==> config.mk <==
export PLATFORM = sky130hd
export DESIGN_NAME = i2c_master_transfer_engine_core
export DESIGN_NICKNAME = d
export VERILOG_FILES = /design/src/sv/i2cm_pkg.sv /design/src/sv/i2c_master_transfer_engine_core.sv /design/src/sv/i2cm_step.sv
export VERILOG_INCLUDE_DIRS = /design/src /design/src/sv
export SDC_FILE = /design/constraint.sdc
export NUM_CORES = 1
export LEC_CHECK = 0
export BUFFER_PORTS_ARGS = -buffer_cell sky130_fd_sc_hd__buf_2
export CELL_PAD_IN_SITES_DETAIL_PLACEMENT = 1
export CELL_PAD_IN_SITES_GLOBAL_PLACEMENT = 1
export CORE_AREA = 10 10 144 146
export DETAILED_ROUTE_END_ITERATION = 8
export DIE_AREA = 0 0 154 156
export PLACE_DENSITY = 0.9
export SLEW_MARGIN = 20
export SYNTH_ARGS = -nofsm -noshare
export SYNTH_HDL_FRONTEND = slang
export SYNTH_HIERARCHICAL = 1
export SYNTH_SLANG_ARGS = --single-unit
export TNS_END_PERCENT = 5
==> constraint.sdc <==
create_clock -name aclk -period 7.9 [get_ports aclk]
set_clock_uncertainty 0.05 [all_clocks]
set_input_delay 0.395 -clock aclk [delete_from_list [all_inputs] [get_ports aclk]]
set_output_delay 0.395 -clock aclk [all_outputs]
set_load 0.005 [all_outputs]
==> src/sv/i2c_master_transfer_engine_core_macros.svh <==
// ----------------------------------------------------------------------------
// i2c_master_transfer_engine_core_macros: assertion helpers
// Same-cycle and next-cycle implication checks shared by the engine RTL.
// ----------------------------------------------------------------------------
// Each macro takes a label, the clock, the active-low reset and the two sides of
// the implication.
`ifndef I2C_MASTER_TRANSFER_ENGINE_CORE_MACROS_SVH
`define I2C_MASTER_TRANSFER_ENGINE_CORE_MACROS_SVH

// Same-cycle implication
`define I2CM_ASSERT_NOW(label, clk, rst_n, ante, cons) \
    label: assert property (@(posedge clk) disable iff (!(rst_n)) (ante) |-> (cons)) \
        else $error("i2cm same-cycle check failed");

// Next-cycle implication
`define I2CM_ASSERT_NEXT(label, clk, rst_n, ante, cons) \
    label: assert property (@(posedge clk) disable iff (!(rst_n)) (ante) |=> (cons)) \
        else $error("i2cm next-cycle check failed");

`endif

==> src/sv/i2cm_pkg.sv <==
`timescale 1ns / 1ps
// ----------------------------------------------------------------------------
// i2cm_pkg: shared types and constants of the I2C master transfer engine
// Phase codes, request codes, register indexes and the structs passed
// between the top level and the per-tick step logic.
// ----------------------------------------------------------------------------
package i2cm_pkg;

    // Request kinds carried in s_tuser
    localparam logic [1:0] REQ_TICK  = 2'd0;
    localparam logic [1:0] REQ_READ  = 2'd1;
    localparam logic [1:0] REQ_WRITE = 2'd2;

    // Configuration register indexes
    localparam int unsigned CFG_ADDR_W  = 3;
    localparam int unsigned CFG_DATA_W  = 16;
    localparam logic [CFG_ADDR_W-1:0] CFG_GAP_TICKS     = 3'd0;
    localparam logic [CFG_ADDR_W-1:0] CFG_BIT_TICKS     = 3'd1;
    localparam logic [CFG_ADDR_W-1:0] CFG_SETTLE_TICKS  = 3'd2;
    localparam logic [CFG_ADDR_W-1:0] CFG_STRETCH_POLLS = 3'd3;
    localparam logic [CFG_ADDR_W-1:0] CFG_INHIBIT       = 3'd4;

    localparam logic [7:0]  GAP_RESET    = 8'd3;
    localparam logic [7:0]  BIT_RESET    = 8'd5;
    localparam logic [15:0] SETTLE_RESET = 16'd170;
    localparam logic [9:0]  POLLS_RESET  = 10'd200;
    localparam logic [2:0]  TOP_BIT      = 3'd7;

    localparam int unsigned IN_DATA_W  = 32;
    localparam int unsigned IN_USER_W  = 2;
    localparam int unsigned OUT_DATA_W = 24;

    typedef enum logic [4:0] {
        PH_IDLE, PH_ST2, PH_ST3, PH_ST4, PH_WB_BEGIN, PH_WB_LOAD, PH_WB_BIT,
        PH_WB_HI, PH_WB_LO, PH_WB_END, PH_POLL_A, PH_POLL_R, PH_CK,
        PH_RB_BEGIN, PH_RB_HI, PH_RB_SMP, PH_RB_LO, PH_ACK_DRV, PH_ACK_HI,
        PH_ACK_LO, PH_REL_R, PH_STOP1, PH_STOP2, PH_STOP3, PH_SETTLE
    } phase_t;

    typedef struct packed {
        logic sda_en;
        logic sda_lvl;
        logic scl_en;
        logic scl_lvl;
    } pins_t;

    typedef struct packed {
        logic [7:0]  gap_ticks;
        logic [7:0]  bit_ticks;
        logic [15:0] settle_ticks;
        logic [9:0]  stretch_polls;
        logic        inhibit;
    } cfg_t;

    typedef struct packed {
        logic [1:0] req_type;
        logic [7:0] slave_byte;
        logic [7:0] byte_count;
        logic [7:0] write_data;
        logic       sda_in;
        logic       scl_in;
    } beat_t;

    typedef struct packed {
        phase_t      phase;
        logic [15:0] tick_timer;
        logic [9:0]  poll_count;
        logic [2:0]  bit_index;
        logic [7:0]  shift_byte;
        logic [7:0]  bytes_left;
        logic        is_read;
        pins_t       pins;
    } state_t;

    typedef struct packed {
        pins_t      pins;
        logic       busy_res;
        logic       byte_taken;
        logic       read_valid;
        logic [7:0] read_data;
        logic       ack_valid;
        logic       ack_low;
        logic       done_res;
        logic       refused;
    } res_t;

    localparam pins_t PINS_HIGH = '{sda_en: 1'b1, sda_lvl: 1'b1, scl_en: 1'b1, scl_lvl: 1'b1};

    localparam state_t STATE_RESET = '{
        phase:      PH_IDLE,
        tick_timer: 16'd0,
        poll_count: 10'd0,
        bit_index:  TOP_BIT,
        shift_byte: 8'd0,
        bytes_left: 8'd0,
        is_read:    1'b0,
        pins:       PINS_HIGH
    };

    localparam cfg_t CFG_RESET = '{
        gap_ticks:     GAP_RESET,
        bit_ticks:     BIT_RESET,
        settle_ticks:  SETTLE_RESET,
        stretch_polls: POLLS_RESET,
        inhibit:       1'b0
    };

    function automatic pins_t drive_scl(input pins_t p, input logic lvl);
        pins_t r;
        r = p;
        r.scl_en  = 1'b1;
        r.scl_lvl = lvl;
        return r;
    endfunction

    function automatic pins_t drive_sda(input pins_t p, input logic lvl);
        pins_t r;
        r = p;
        r.sda_en  = 1'b1;
        r.sda_lvl = lvl;
        return r;
    endfunction

    function automatic pins_t release_scl(input pins_t p);
        pins_t r;
        r = p;
        r.scl_en  = 1'b0;
        r.scl_lvl = 1'b1;
        return r;
    endfunction

    function automatic pins_t release_sda(input pins_t p);
        pins_t r;
        r = p;
        r.sda_en  = 1'b0;
        r.sda_lvl = 1'b1;
        return r;
    endfunction

endpackage

==> src/sv/i2c_master_transfer_engine_core.sv <==
`timescale 1ns / 1ps
// ----------------------------------------------------------------------------
// i2c_master_transfer_engine_core: tick-driven I2C master sequencer
// Runs start, address, clock-stretch wait, ack, data bytes and stop, one
// timing tick per input beat, with a result beat for every tick.
// ----------------------------------------------------------------------------
// Usage:
//   s_ channel: one beat per timing tick. s_tuser carries the request kind
//   (tick only, read, write); s_tdata carries the address byte, byte count,
//   next write byte and the sampled SDA/SCL levels.
//   m_ channel: one beat per accepted tick with the pin drive after that tick
//   and the event flags (byte_taken, read_valid, ack, done, refused).
//   cfg port: write-only registers, taken at any edge with cfg_wr_en high;
//   write them only while no transfer runs.
// Timing: a result beat appears in the cycle after its tick is accepted;
//   one tick is accepted every cycle unless a result is held. The only storage
//   in the path is the sequencer state register and the result register.
// Reset: sequencer goes idle with both lines driven high, registers take
//   their defaults, the result register empties.
// Stall: while a result waits and m_tready is low, s_tready drops and the
//   sequencer holds; it resumes the cycle the result is taken.
module i2c_master_transfer_engine_core (
    input  logic                                aclk,
    input  logic                                aresetn,
    input  logic                                s_tvalid,
    output logic                                s_tready,
    // s_tdata, lowest bit up: slave_byte[7:0], byte_count[7:0], write_data[7:0],
    // sda_in, scl_in, zero fill
    input  logic [i2cm_pkg::IN_DATA_W-1:0]      s_tdata,
    // s_tuser: req_type[1:0]
    input  logic [i2cm_pkg::IN_USER_W-1:0]      s_tuser,
    output logic                                m_tvalid,
    input  logic                                m_tready,
    // m_tdata, lowest bit up: scl_level, scl_enable, sda_level, sda_enable,
    // busy_res, byte_taken, read_valid, read_data[7:0], ack_valid, ack_low,
    // done_res, refused, zero fill
    output logic [i2cm_pkg::OUT_DATA_W-1:0]     m_tdata,
    input  logic                                cfg_wr_en,
    input  logic [i2cm_pkg::CFG_ADDR_W-1:0]     cfg_addr,
    input  logic [i2cm_pkg::CFG_DATA_W-1:0]     cfg_wdata
);
    import i2cm_pkg::*;

    cfg_t   cfg_reg;
    state_t state_reg;
    state_t state_next;
    beat_t  beat;
    res_t   res_next;
    res_t   res_reg;
    logic   m_tvalid_reg;
    logic   s_accept;

    // Unpack the tick beat
    assign beat.req_type   = s_tuser;
    assign beat.slave_byte = s_tdata[7:0];
    assign beat.byte_count = s_tdata[15:8];
    assign beat.write_data = s_tdata[23:16];
    assign beat.sda_in     = s_tdata[24];
    assign beat.scl_in     = s_tdata[25];

    // Take a tick whenever the result slot is free or being drained
    assign s_tready = !m_tvalid_reg || m_tready;
    assign s_accept = s_tvalid && s_tready;

    // Configuration registers: plain writes, unused indexes dropped
    always_ff @(posedge aclk) begin
        if (!aresetn) begin
            cfg_reg <= CFG_RESET;
        end else if (cfg_wr_en) begin
            case (cfg_addr)
                CFG_GAP_TICKS:     cfg_reg.gap_ticks     <= cfg_wdata[7:0];
                CFG_BIT_TICKS:     cfg_reg.bit_ticks     <= cfg_wdata[7:0];
                CFG_SETTLE_TICKS:  cfg_reg.settle_ticks  <= cfg_wdata[15:0];
                CFG_STRETCH_POLLS: cfg_reg.stretch_polls <= cfg_wdata[9:0];
                CFG_INHIBIT:       cfg_reg.inhibit       <= cfg_wdata[0];
                default: ;
            endcase
        end
    end

    i2cm_step u_step (
        .cfg_i   (cfg_reg),
        .state_i (state_reg),
        .beat_i  (beat),
        .state_o (state_next),
        .res_o   (res_next)
    );

    // Advance the sequencer only on an accepted tick
    always_ff @(posedge aclk) begin
        if (!aresetn) begin
            state_reg <= STATE_RESET;
        end else if (s_accept) begin
            state_reg <= state_next;
        end
    end

    always_ff @(posedge aclk) begin
        if (!aresetn) begin
            m_tvalid_reg <= 1'b0;
        end else if (s_accept) begin
            m_tvalid_reg <= 1'b1;
        end else if (m_tready) begin
            m_tvalid_reg <= 1'b0;
        end
    end

    // Result payload: load on accept, hold otherwise
    always_ff @(posedge aclk) begin
        if (s_accept) begin
            res_reg <= res_next;
        end
    end

    assign m_tvalid = m_tvalid_reg;
    assign m_tdata  = {5'd0, res_reg.refused, res_reg.done_res, res_reg.ack_low,
                       res_reg.ack_valid, res_reg.read_data, res_reg.read_valid,
                       res_reg.byte_taken, res_reg.busy_res, res_reg.pins.sda_en,
                       res_reg.pins.sda_lvl, res_reg.pins.scl_en, res_reg.pins.scl_lvl};

`include "i2c_master_transfer_engine_core_macros.svh"

    // A held result must block new ticks
    `I2CM_ASSERT_NOW(a_stall_blocks, aclk, aresetn, m_tvalid_reg && !m_tready, !s_tready)
    // Every accepted tick yields a result beat next cycle
    `I2CM_ASSERT_NEXT(a_accept_result, aclk, aresetn, s_accept, m_tvalid_reg)
    // Idle is only reached with the delay counter drained
    `I2CM_ASSERT_NOW(a_idle_timer, aclk, aresetn, state_reg.phase == PH_IDLE,
                     state_reg.tick_timer == 16'd0)
    // The settle-done beat already reports not busy
    `I2CM_ASSERT_NOW(a_done_not_busy, aclk, aresetn, m_tvalid_reg && res_reg.done_res,
                     !res_reg.busy_res)

endmodule

==> src/sv/i2cm_step.sv <==
`timescale 1ns / 1ps
// ----------------------------------------------------------------------------
// i2cm_step: per-tick transition of the transfer sequencer
// Combinational next state and result flags for one tick beat.
// ----------------------------------------------------------------------------
module i2cm_step (
    input  i2cm_pkg::cfg_t   cfg_i,
    input  i2cm_pkg::state_t state_i,
    input  i2cm_pkg::beat_t  beat_i,
    output i2cm_pkg::state_t state_o,
    output i2cm_pkg::res_t   res_o
);
    import i2cm_pkg::*;

    // End of a stretch wait: drive SCL high and move on
    function automatic state_t finish_wait(input state_t s, input cfg_t c,
                                           input logic after_read);
        state_t r;
        r = s;
        r.pins = drive_scl(s.pins, 1'b1);
        if (!after_read) begin
            r.tick_timer = {8'd0, c.gap_ticks};
            r.phase      = PH_CK;
        end else begin
            r.tick_timer = 16'd0;
            r.phase      = (s.bytes_left != 8'd0) ? PH_RB_BEGIN : PH_STOP1;
        end
        return r;
    endfunction

    // Release SCL and start polling, or finish at once with no poll budget
    function automatic state_t start_wait(input state_t s, input cfg_t c,
                                          input logic after_read);
        state_t r;
        r = s;
        if (c.stretch_polls == 10'd0) begin
            r = finish_wait(s, c, after_read);
        end else begin
            r.pins       = release_scl(s.pins);
            r.poll_count = 10'd0;
            r.tick_timer = {8'd0, c.bit_ticks};
            r.phase      = after_read ? PH_POLL_R : PH_POLL_A;
        end
        return r;
    endfunction

    function automatic state_t begin_wbyte(input state_t s, input cfg_t c);
        state_t r;
        r = s;
        r.pins.sda_en = 1'b1;
        r.bit_index   = TOP_BIT;
        r.tick_timer  = {8'd0, c.bit_ticks} + {8'd0, c.gap_ticks};
        r.phase       = PH_WB_BIT;
        return r;
    endfunction

    logic        is_req;
    logic [9:0]  poll_inc;
    logic [7:0]  smp_byte;
    state_t      s;
    logic [15:0] gap16;
    logic [15:0] bit16;

    assign gap16    = {8'd0, cfg_i.gap_ticks};
    assign bit16    = {8'd0, cfg_i.bit_ticks};
    assign poll_inc = state_i.poll_count + 10'd1;

    always_comb begin
        smp_byte = state_i.shift_byte;
        smp_byte[state_i.bit_index] = state_i.shift_byte[state_i.bit_index] | beat_i.sda_in;
    end

    always_comb begin
        is_req = beat_i.req_type inside {REQ_READ, REQ_WRITE};
        s      = state_i;
        res_o  = '0;
        res_o.refused = is_req && cfg_i.inhibit;

        if (state_i.phase != PH_IDLE && state_i.tick_timer != 16'd0) begin
            s.tick_timer = state_i.tick_timer - 16'd1;
        end else begin
            case (state_i.phase)
                PH_IDLE: begin
                    if (is_req && !cfg_i.inhibit) begin
                        s.is_read     = (beat_i.req_type == REQ_READ);
                        s.shift_byte  = beat_i.slave_byte;
                        s.bytes_left  = beat_i.byte_count;
                        s.pins        = drive_sda(state_i.pins, 1'b1);
                        s.pins.scl_en = 1'b1;
                        s.tick_timer  = gap16;
                        s.phase       = PH_ST2;
                    end
                end
                PH_ST2: begin
                    s.pins = drive_scl(state_i.pins, 1'b1);
                    s.tick_timer = bit16;
                    s.phase = PH_ST3;
                end
                PH_ST3: begin
                    s.pins = drive_sda(state_i.pins, 1'b0);
                    s.tick_timer = bit16;
                    s.phase = PH_ST4;
                end
                PH_ST4: begin
                    s.pins = drive_scl(state_i.pins, 1'b0);
                    s.tick_timer = gap16;
                    s.phase = PH_WB_BEGIN;
                end
                PH_WB_LOAD: begin
                    s.shift_byte = beat_i.write_data;
                    s.bytes_left = state_i.bytes_left - 8'd1;
                    res_o.byte_taken = 1'b1;
                    s = begin_wbyte(s, cfg_i);
                end
                PH_WB_BEGIN: begin
                    s = begin_wbyte(state_i, cfg_i);
                end
                PH_WB_BIT: begin
                    s.pins = drive_sda(state_i.pins, state_i.shift_byte[state_i.bit_index]);
                    s.tick_timer = gap16;
                    s.phase = PH_WB_HI;
                end
                PH_WB_HI: begin
                    s.pins = drive_scl(state_i.pins, 1'b1);
                    s.tick_timer = bit16;
                    s.phase = PH_WB_LO;
                end
                PH_WB_LO: begin
                    s.pins = drive_scl(state_i.pins, 1'b0);
                    s.tick_timer = gap16;
                    if (state_i.bit_index == 3'd0) begin
                        s.phase = PH_WB_END;
                    end else begin
                        s.bit_index = state_i.bit_index - 3'd1;
                        s.phase = PH_WB_BIT;
                    end
                end
                PH_WB_END: begin
                    s.pins = release_sda(state_i.pins);
                    s = start_wait(s, cfg_i, 1'b0);
                end
                PH_POLL_A, PH_POLL_R: begin
                    s.poll_count = poll_inc;
                    if (beat_i.scl_in || poll_inc >= cfg_i.stretch_polls) begin
                        s = finish_wait(s, cfg_i, state_i.phase == PH_POLL_R);
                    end else begin
                        s.tick_timer = bit16;
                    end
                end
                PH_CK: begin
                    res_o.ack_valid = 1'b1;
                    res_o.ack_low   = !beat_i.sda_in;
                    s.pins = drive_scl(state_i.pins, 1'b0);
                    s.tick_timer = gap16;
                    if (state_i.bytes_left == 8'd0) begin
                        s.phase = PH_STOP1;
                    end else begin
                        s.phase = state_i.is_read ? PH_RB_BEGIN : PH_WB_LOAD;
                    end
                end
                PH_RB_BEGIN: begin
                    s.pins       = release_sda(state_i.pins);
                    s.shift_byte = 8'd0;
                    s.bit_index  = TOP_BIT;
                    s.bytes_left = state_i.bytes_left - 8'd1;
                    s.tick_timer = bit16 + {7'd0, cfg_i.gap_ticks, 1'b0};
                    s.phase      = PH_RB_HI;
                end
                PH_RB_HI: begin
                    s.pins = drive_scl(state_i.pins, 1'b1);
                    s.tick_timer = gap16;
                    s.phase = PH_RB_SMP;
                end
                PH_RB_SMP: begin
                    s.shift_byte = smp_byte;
                    if (state_i.bit_index == 3'd0) begin
                        res_o.read_valid = 1'b1;
                        res_o.read_data  = smp_byte;
                    end
                    s.tick_timer = gap16;
                    s.phase = PH_RB_LO;
                end
                PH_RB_LO: begin
                    s.pins = drive_scl(state_i.pins, 1'b0);
                    if (state_i.bit_index == 3'd0) begin
                        s.tick_timer = gap16;
                        s.phase = PH_ACK_DRV;
                    end else begin
                        s.tick_timer = {7'd0, cfg_i.gap_ticks, 1'b0};
                        s.bit_index = state_i.bit_index - 3'd1;
                        s.phase = PH_RB_HI;
                    end
                end
                PH_ACK_DRV: begin
                    // ACK every byte but the last, which gets a NACK
                    s.pins = drive_sda(state_i.pins, state_i.bytes_left == 8'd0);
                    s.tick_timer = gap16;
                    s.phase = PH_ACK_HI;
                end
                PH_ACK_HI: begin
                    s.pins = drive_scl(state_i.pins, 1'b1);
                    s.tick_timer = bit16;
                    s.phase = PH_ACK_LO;
                end
                PH_ACK_LO: begin
                    s.pins = drive_scl(state_i.pins, 1'b0);
                    s.tick_timer = gap16;
                    s.phase = PH_REL_R;
                end
                PH_REL_R: begin
                    s = start_wait(state_i, cfg_i, 1'b1);
                end
                PH_STOP1: begin
                    s.pins = drive_sda(state_i.pins, 1'b0);
                    s.tick_timer = gap16;
                    s.phase = PH_STOP2;
                end
                PH_STOP2: begin
                    s.pins = drive_scl(state_i.pins, 1'b1);
                    s.tick_timer = bit16;
                    s.phase = PH_STOP3;
                end
                PH_STOP3: begin
                    s.pins = drive_sda(state_i.pins, 1'b1);
                    s.tick_timer = cfg_i.settle_ticks;
                    s.phase = PH_SETTLE;
                end
                PH_SETTLE: begin
                    res_o.done_res = 1'b1;
                    s.phase = PH_IDLE;
                end
                default: begin
                    s.phase      = PH_IDLE;
                    s.tick_timer = 16'd0;
                    s.pins       = PINS_HIGH;
                end
            endcase
        end

        res_o.pins     = s.pins;
        res_o.busy_res = (s.phase != PH_IDLE);
    end

    assign state_o = s;

endmodule
# Word-level counts from Yosys, hierarchy flattened
# Index checks and enable logic that the tools add are counted.
# word_totals
regBits,118
in_bits,58
output_inout_bits,26
wordCells,168
# op_classes
n_addsub,6
n_lt_le_gt_ge,3
n_eq_ne,36
mux,38
n_bitwise,6
reduce_logical,50
# op_table
op,count
one-hot mux 16 bit (11 select lines),1
one-hot mux 5 bit (22 select lines),1
2-to-1 mux 21 bit,4
one-hot mux 4 bit (13 select lines),1
equality test 5 bit (second input constant),9
equality test 5 x 4 -> 1 bit (second input constant),8
one-hot mux 8 bit (5 select lines),1
2-to-1 mux 16 bit,2
2-to-1 mux 31 bit,1
one-hot mux 10 bit (3 select lines),1
2-to-1 mux 29 bit,1
AND reduction 5 bit,5
one-hot mux 8 bit (3 select lines),1
equality test 5 x 3 -> 1 bit (second input constant),4
2-to-1 mux 5 bit,4
nonzero test 16 bit,1
OR reduction 2 bit,8
subtractor 16 x 1 -> 16 bit (second input constant),1
OR reduction 5 bit,3
2-to-1 mux 4 bit,3
adder 10 x 1 -> 10 bit (second input constant),1
adder 8 x 9 -> 10 bit,1
equality test 5 x 2 -> 1 bit (second input constant),2
>= comparator 10 bit,1
41 further kinds,74

# Longest topological paths before layout
# Gate-level depths: netlist of the first run.
# logic_depth
depth_word,7
depth_mapped,16

# Cells and area by module
# The synthesis of the first run kept the hierarchy.
# modules_own_cells
mod,instances,cells_each,area_per_inst_um2,seq_area_each_um2
i2c_master_transfer_engine_core,1,434,4372.9,2552.4
i2cm_step,1,634,3997.6,0.0

# Worst setup path after synthesis of the first run
# No wires, ideal clock.
# synth_timing
kind,register to register
start,reg state_reg[26] (netlist name)
end,reg res_reg (netlist bit m_tdata[4]) (data pin)
setup_ps,272
arrival_time_ps,3129
slack_ps,4449
path_stages_with_launch,14
synth_period_minus_slack_ps,3451
cell_sequence,dfxtp_1 and3_1 and3_1 clkbuf_1 nand3_1 xnor2_1 ha_1 a211oi_1 nor2_1 or4_1 nor2_1 o31ai_1 a22o_1 or4b_1
# synth_rtl
item,line,source
"start, declared",i2c_master_transfer_engine_core.sv:45,state_t state_reg;
"start signal, assigned",i2c_master_transfer_engine_core.sv:94,state_reg <= state_next;
"end signal, assigned",i2c_master_transfer_engine_core.sv:111,res_reg <= res_next;
"end, declared",i2c_master_transfer_engine_core.sv:49,res_t res_reg;

==> results of run 1 <==
critical path: cells and delay by family, from the launching register on:
| family | cells | cell delay (ns) |
|---|---|---|
| AO/OA/AOI/OAI | 4 | 1.12 |
| XOR/XNOR | 1 | 0.24 |
| adder cells (fa/ha/maj) | 2 | 0.61 |
| flip-flops | 1 | 0.45 |
| multiplexers | 1 | 0.08 |
| AND/OR/NAND/NOR | 6 | 1.56 |
area by class of cell:
| class | instances | area (sq um) |
|---|---|---|
| fill | 2202 | 8499 |
| multi-input combinational | 836 | 5306 |
| sequential | 118 | 2552 |
| timing repair buffer | 88 | 483.0 |
| clock buffer | 21 | 471.7 |
| tap | 229 | 286.5 |
| inverter | 38 | 142.6 |
| clock inverter | 11 | 98.84 |
stage by stage:
step	util	setup WS, ns	hold slack, ns	area [sq um]	total power, mW
floorplan	-	4.449	0.3912	8386	2.204
global placement	0.4913	3.989	0.4069	8766	2.625
detailed placement	0.4913	3.895	0.4192	8766	2.681
CTS	0.5233	3.755	0.1302	9336	3.485
global route	0.5236	3.453	0.1599	9341	3.732
finish	0.5236	3.668	0.1412	9341	3.531
power by group through the flow:
stage          clock (mW)  sequential (mW)  combinational, mW
2_1_floorplan           0            0.787               1.42
4_1_cts             0.769            0.794               1.92
6_report            0.761            0.796               1.97
3_3_place_gp            0            0.798               1.83
5_1_grt             0.798            0.807               2.13
3_5_place_dp            0            0.803               1.88
placed cells by master (no fill, tap or decap), types with 17 or more instances in the layout:
master     instances
nor3_1            20
a21oi_1           43
o21ai_0           62
dfxtp_1           99
clkbuf_16         18
mux2i_1           63
nand2_1          189
inv_1             37
nand3_1           57
buf_2             71
a22oi_1           17
nor2_1            57
ha_1              32
buf_4             17
edfxtp_1          19
o21ai_1           34
synth_stat cells (all sizes together), types with 4 or more instances:
| master | count | area [sq um] |
|---|---|---|
| a221o | 13 | 130.1 |
| o31ai | 6 | 45.04 |
| a211oi | 8 | 60.06 |
| o211ai | 14 | 105.1 |
| xnor2 | 14 | 122.6 |
| o22ai | 9 | 56.30 |
| or3 | 9 | 56.30 |
| ha | 32 | 400.4 |
| mux2i | 63 | 630.6 |
| nor4 | 8 | 50.05 |
| o21ai | 102 | 533.0 |
| dfxtp | 99 | 1982 |
| and2 | 6 | 37.54 |
| nand3 | 61 | 325.3 |
| a221oi | 5 | 43.79 |
| edfxtp | 19 | 570.6 |
| nand2b | 12 | 75.07 |
| a22o | 16 | 140.1 |
| a21oi | 44 | 220.2 |
| o41ai | 4 | 35.03 |
| inv | 38 | 142.6 |
| a31oi | 6 | 37.54 |
| clkbuf | 46 | 172.7 |
| nor2b | 11 | 68.82 |
| mux2 | 9 | 101.4 |
| nor2 | 57 | 214.0 |
| and3 | 16 | 100.1 |
| nand2 | 189 | 709.4 |
| buf | 34 | 227.7 |
| a41oi | 4 | 35.03 |
| nor3 | 22 | 110.1 |
| a222oi | 6 | 60.06 |
| xor2 | 13 | 113.9 |
| a22oi | 17 | 127.6 |
worst max-delay path by stage:
| stage | cells after the start | to | startpoint | slack (ns) |
|---|---|---|---|---|
| after floorplan | 13 | m_tdata[4] | state_reg[26] | 4.45 |
| after global placement | 12 | m_tdata[4] | state_reg[24] | 3.99 |
| after detailed placement | 14 | state_reg[41] | state_reg[24] | 3.90 |
| after CTS | 14 | state_reg[41] | state_reg[26] | 3.76 |
| after global routing | 14 | state_reg[41] | state_reg[24] | 3.45 |
| final | 14 | state_reg[41] | state_reg[24] | 3.67 |
logic make-up after synthesis:
family                   after synthesis
AND/OR/NAND/NOR                      410
AO/OA/AOI/OAI                        286
flip-flops                           118
buffers and inverters                118
multiplexers                          74
adder cells (fa/ha/maj)               34
XOR/XNOR                              27
other                                  1
per-layer routing:
metal | GRT usage | vias to the layer above | wire length [um] | share of wire
met5 | 0 | - | 0 | 0
met4 | 0.1071 | 0 | 1005 | 0.035
met3 | 0.04935 | 86 | 1686 | 0.059
met2 | 0.4002 | 331 | 14170 | 0.49
met1 | 0.2729 | 4206 | 11950 | 0.41
li1 | - | 3943 | - | -
==> results.ini, run 1 <==
[sta]
setup_viol_count_final = 0
period_share = 0.5357
finalMaxSlewViolations = 0
hold_violations = 0
fmax_mhz = 236.3
rsz0062_at_grt = false
slew_headroom = 0.2897
tns_ns = 0
fin_crit_ns = 4.232
worst_pin_slew_ns = 1.062

[clock_tree]
cts_tree = built
cts_setup_buffers = 0
clock_latency_ns = 0.44
hold_buffers = 0
clock-root-buffer = clkbuf_16
htree_levels = 4
cts_buffers = 17
clock_sinks = 118
cts_buffer_depth = 2
clk_pin_slew_ns = 0.06
cts.repair.resized = 0

[worst_setup_path]
r2r_slack_ns = 3.67
cp-end-kind = flop
crit_required_ns = 8.15
rr_worst_depth = 14
worst_path_max_delay_cell = a2111oi_0
worstPathCellList = ha_1 -> and3_1 -> nand3_1 -> xnor2_1 -> ha_1 -> o21ai_0 -> nor2_1 -> or4_1 -> nor2_1 -> o31ai_1 -> a2111oi_0 -> o22ai_1 -> nand2_1 -> mux2i_1
cpPeakStageDelay_ns = 0.59
arrival_ns = 4.48
cp-start-kind = flop
reg2reg_from = state_reg[24]
critical_path_peak_fanout = 7
r2r_end = state_reg[41]
critPathKind = reg -> reg

[power]
power_frac_seq = 0.225
pwr-share-clk = 0.216
leakage_nw = 3.916
net-switching-power_mw = 1.699
intPower_mw = 1.832
switching_share = 0.4810
power_density_mw_per_mm2 = 378.0
p_comb_frac = 0.559
vdd_drop_max_mv = 0.2350

[place]
dp.final_hpwl_um = 19450
port_buffers = 72
dp.cells = 1309
place_congestion = 0.9368

[grt]
antenna_found_initial = 0
grtUsageTotal = 0.2333
grt_pass1_wl_um = 46530
grt-ovfl-total = 0
first_global_vias = 8825
grt_max_degree = 65

[synth]
synth_xor_area_frac = 0.02825
syn_area_per_cell_sq_um = 7.838
ys_seq_area_frac = 0.3049
synth_adder_area_share = 0.05262
synth_compound_area_frac = 0.2278
netlist_instances = 1068
netlist_area_sq_mm = 0.008371
synth-seq-cells = 118
synthArstFlopShare = 0
muxShareOfSynthArea = 0.09283
ys.flop_type = dfxtp_1
synthSimpleGateAreaFrac = 0.2283
synth_edf_count = 19
synth_top_family_by_area = simple AND/OR/NAND/NOR gates
synth_cell_type_count = 75
yosysWarnings = 6

[routing]
via_per_inst = 6.388
drc = 0
detailedRoute.firstIterationViolations = 854
vias = 8566
postRouteAntennaNets = 0
dr.pass1.iters = 6
wl_um = 28820
wl_per_cell_um = 21.49

[run]
drv_cap = 0

[outcome]
status = completed

[die]
fp.dieArea_sq_mm = 0.02402
top_level_ports = 84
core_sq_mm = 0.01784
die_y_um = 156
placementRows = 49
die_w_um = 154
initial_utilization = 0.4692

[finish]
finalNetCount = 1191
area_delta_synth_final_pct = 11.60
n_antenna_cell = 0
drive_above_1_share = 0.1304
final_cells = 1341
largest_reg_flops = 55

[min_path]
hp-start = cfg_wdata[2]
hold_path_class = in -> reg
holdPathEnd = cfg_reg[29]
holdPathStages = 3

(Power assumes the default switching activity.)
==> inputs of run 2 (changes only) <==
CORE_AREA = 10 10 156 158   (was 10 10 144 146)
DIE_AREA = 0 0 166 168   (was 0 0 154 156)
PLACE_DENSITY = 0.82   (was 0.9)
clock period = 3.5 ns   (was 7.9 ns; I/O delays follow)
==> run 2 against run 1 <==
Compared with the run above: utilization down 5.6 points; critical endpoint is now m_tdata[4]; via count up 0.42%; flip-flop and latch count unchanged; critical path type unchanged; fmax up 22%; wire length up 1.1%.
==> results.ini, run 2 (synthesis gave the netlist of run 1 again) <==
[routing]
postRouteAntennaNets = 0
wl_um = 29150
via_per_inst = 5.953
drc = 0
dr.pass1.iters = 7
vias = 8602
wl_per_cell_um = 20.17
detailedRoute.firstIterationViolations = 743

[sta]
fin_crit_ns = 3.462
worst_pin_slew_ns = 0.9139
fmax_mhz = 288.9
hold_violations = 0
setup_viol_count_final = 0
setup_ws_ns = 0.03804
finalMaxSlewViolations = 0
rsz0062_at_grt = true
slew_headroom = 0.3866
period_share = 0.9891

[clock_tree]
cts_buffer_depth = 2
cts_tree = built
clock-root-buffer = clkbuf_16
clk_pin_slew_ns = 0.06
htree_levels = 4
cts_buffers = 17
clock_sinks = 118
clock_latency_ns = 0.42

[power]
net-switching-power_mw = 3.908
vdd_drop_max_mv = 0.4650
p_total_mw = 8.556
intPower_mw = 4.648
power_frac_seq = 0.219
switching_share = 0.4567
pwr-share-clk = 0.222
p_comb_frac = 0.558
leakage_nw = 4.234
power_density_mw_per_mm2 = 854.5

[finish]
area_delta_synth_final_pct = 19.63
n_antenna_cell = 0
layout_common_cells = nand2_1, dfxtp_1, buf_2, mux2i_1, o21ai_0
largest_reg_flops = 55
drive_above_1_share = 0.1691
fill_cells = 2599
final_common_cell = nand2_1
finalNetCount = 1244

[die]
fp.dieArea_sq_mm = 0.02789
die_w_um = 166
die_y_um = 168
core_sq_mm = 0.02142
top_level_ports = 84
initial_utilization = 0.3908
placementRows = 54

[worst_setup_path]
crit_required_ns = 3.61
worstPathCellList = ha_1 -> and3_1 -> nand3_1 -> xnor2_1 -> ha_1 -> o21ai_0 -> nor2_1 -> or4_4 -> nor2_1 -> buf_4 -> o211a_1 -> o22ai_1 -> or4b_1
path_buf_inv = 1
worst_path_max_delay_cell = or4b_1
cp-end-kind = flop
cp_top_family = simple AND/OR/NAND/NOR gates
critical_path_peak_fanout = 4
cp-start-kind = flop
critPathKind = reg -> reg
cpPeakStageDelay_ns = 0.53
arrival_ns = 3.57

[outcome]
status = completed

[grt]
first_global_vias = 9065
grt_max_degree = 69
antenna_found_initial = 0
grtUsageTotal = 0.2027
met1_usage = 0.2434
use_met3 = 0.04354
grt-ovfl-total = 0
grt_pass1_wl_um = 47610
grt_util_met2 = 0.3522
gr-max-usage-layer = met2

[min_path]
hold_path_class = in -> reg

[place]
dpl_worst_slack_ns = -0.008736
port_buffers = 72
dp.final_hpwl_um = 20640
place_congestion = 0.9355

[run]
drv_cap = 0

-- run 2: cell types whose count changed in the layout (fill, tap and decap cells not counted), sizes merged --
cell         change
clkbuf           +1
clkinv           -5
clkinvlp         +1
bufinv           +2
inv              +1
dlygate4sd3     +16
buf             +37
-- run 2: final timing paths --
check                                    from     endpoint  slack [ns]  depth (start not counted)
worst max-delay path            state_reg[24]   m_tdata[4]        0.04                         13
worst min-delay path             cfg_wdata[4]  cfg_reg[39]        0.06                          3
worst max register to register  state_reg[24]   m_tdata[4]        0.04                         13
worst min register to register    cfg_reg[24]  cfg_reg[24]        0.43                          2
-- run 2: cell type report --
| type | instances | area (sq um) | area share |
|---|---|---|---|
| Clock buffer | 22 | 496.7 | 0.04961 |
| Clock inverter | 10 | 138.9 | 0.01387 |
| Inverter | 38 | 142.6 | 0.01424 |
| Multi-Input combinational cell | 836 | 5370 | 0.5363 |
| Sequential cell | 118 | 2556 | 0.2553 |
| Tap cell | 280 | 350.3 | 0.03499 |
| Timing Repair Buffer | 141 | 958.4 | 0.09571 |
-- run 2: timing repair --
action	in CTS	in global routing
hold endpoints to repair	18	0
resized for setup	1	18
setup endpoints to repair	1	12
hold buffers	16	0
pin swaps	0	2
setup buffers	0	1
-- run 2: per-stage QoR --
stage,setup TNS [ns],cells,util,area [sq um],hold slack (ns)
2_1_floorplan,0,1072,-,8386,0.2256
3_3_place_gp,0,1396,0.4266,9138,0.3495
3_5_place_dp,-0.008736,1396,0.4266,9138,0.3815
4_1_cts,0,1444,0.4638,9935,0.03888
5_1_grt,-0.3633,1445,0.4675,10010,0.05957
6_report,0,1445,0.4675,10010,0.05853
-- run 2: power by group through the flow --
stage / combinational [mW] / sequential (mW) / clock, mW
after CTS: 4.65 / 1.88 / 1.93
final: 4.78 / 1.88 / 1.90
after global routing: 5.19 / 1.91 / 1.99
after floorplan: 3.20 / 1.78 / 0
after global placement: 4.44 / 1.89 / 0
after detailed placement: 4.55 / 1.90 / 0
-- run 2: worst reg2reg max path: cells and delay by family (launching register included) --
family	cells	cell delay, ns
simple gates	6	1.46
fa+ha+maj	2	0.48
compound gates	3	0.44
flops	1	0.36
xor+xnor	1	0.26
buf+inv	1	0.14
-- run 2: routing by layer --
layer | vias to the layer above | part of all wire
met3 | 53 | 0.050
li1 | 4054 | -
met4 | 0 | 0.024
met5 | - | 0
met2 | 252 | 0.50
met1 | 4243 | 0.43
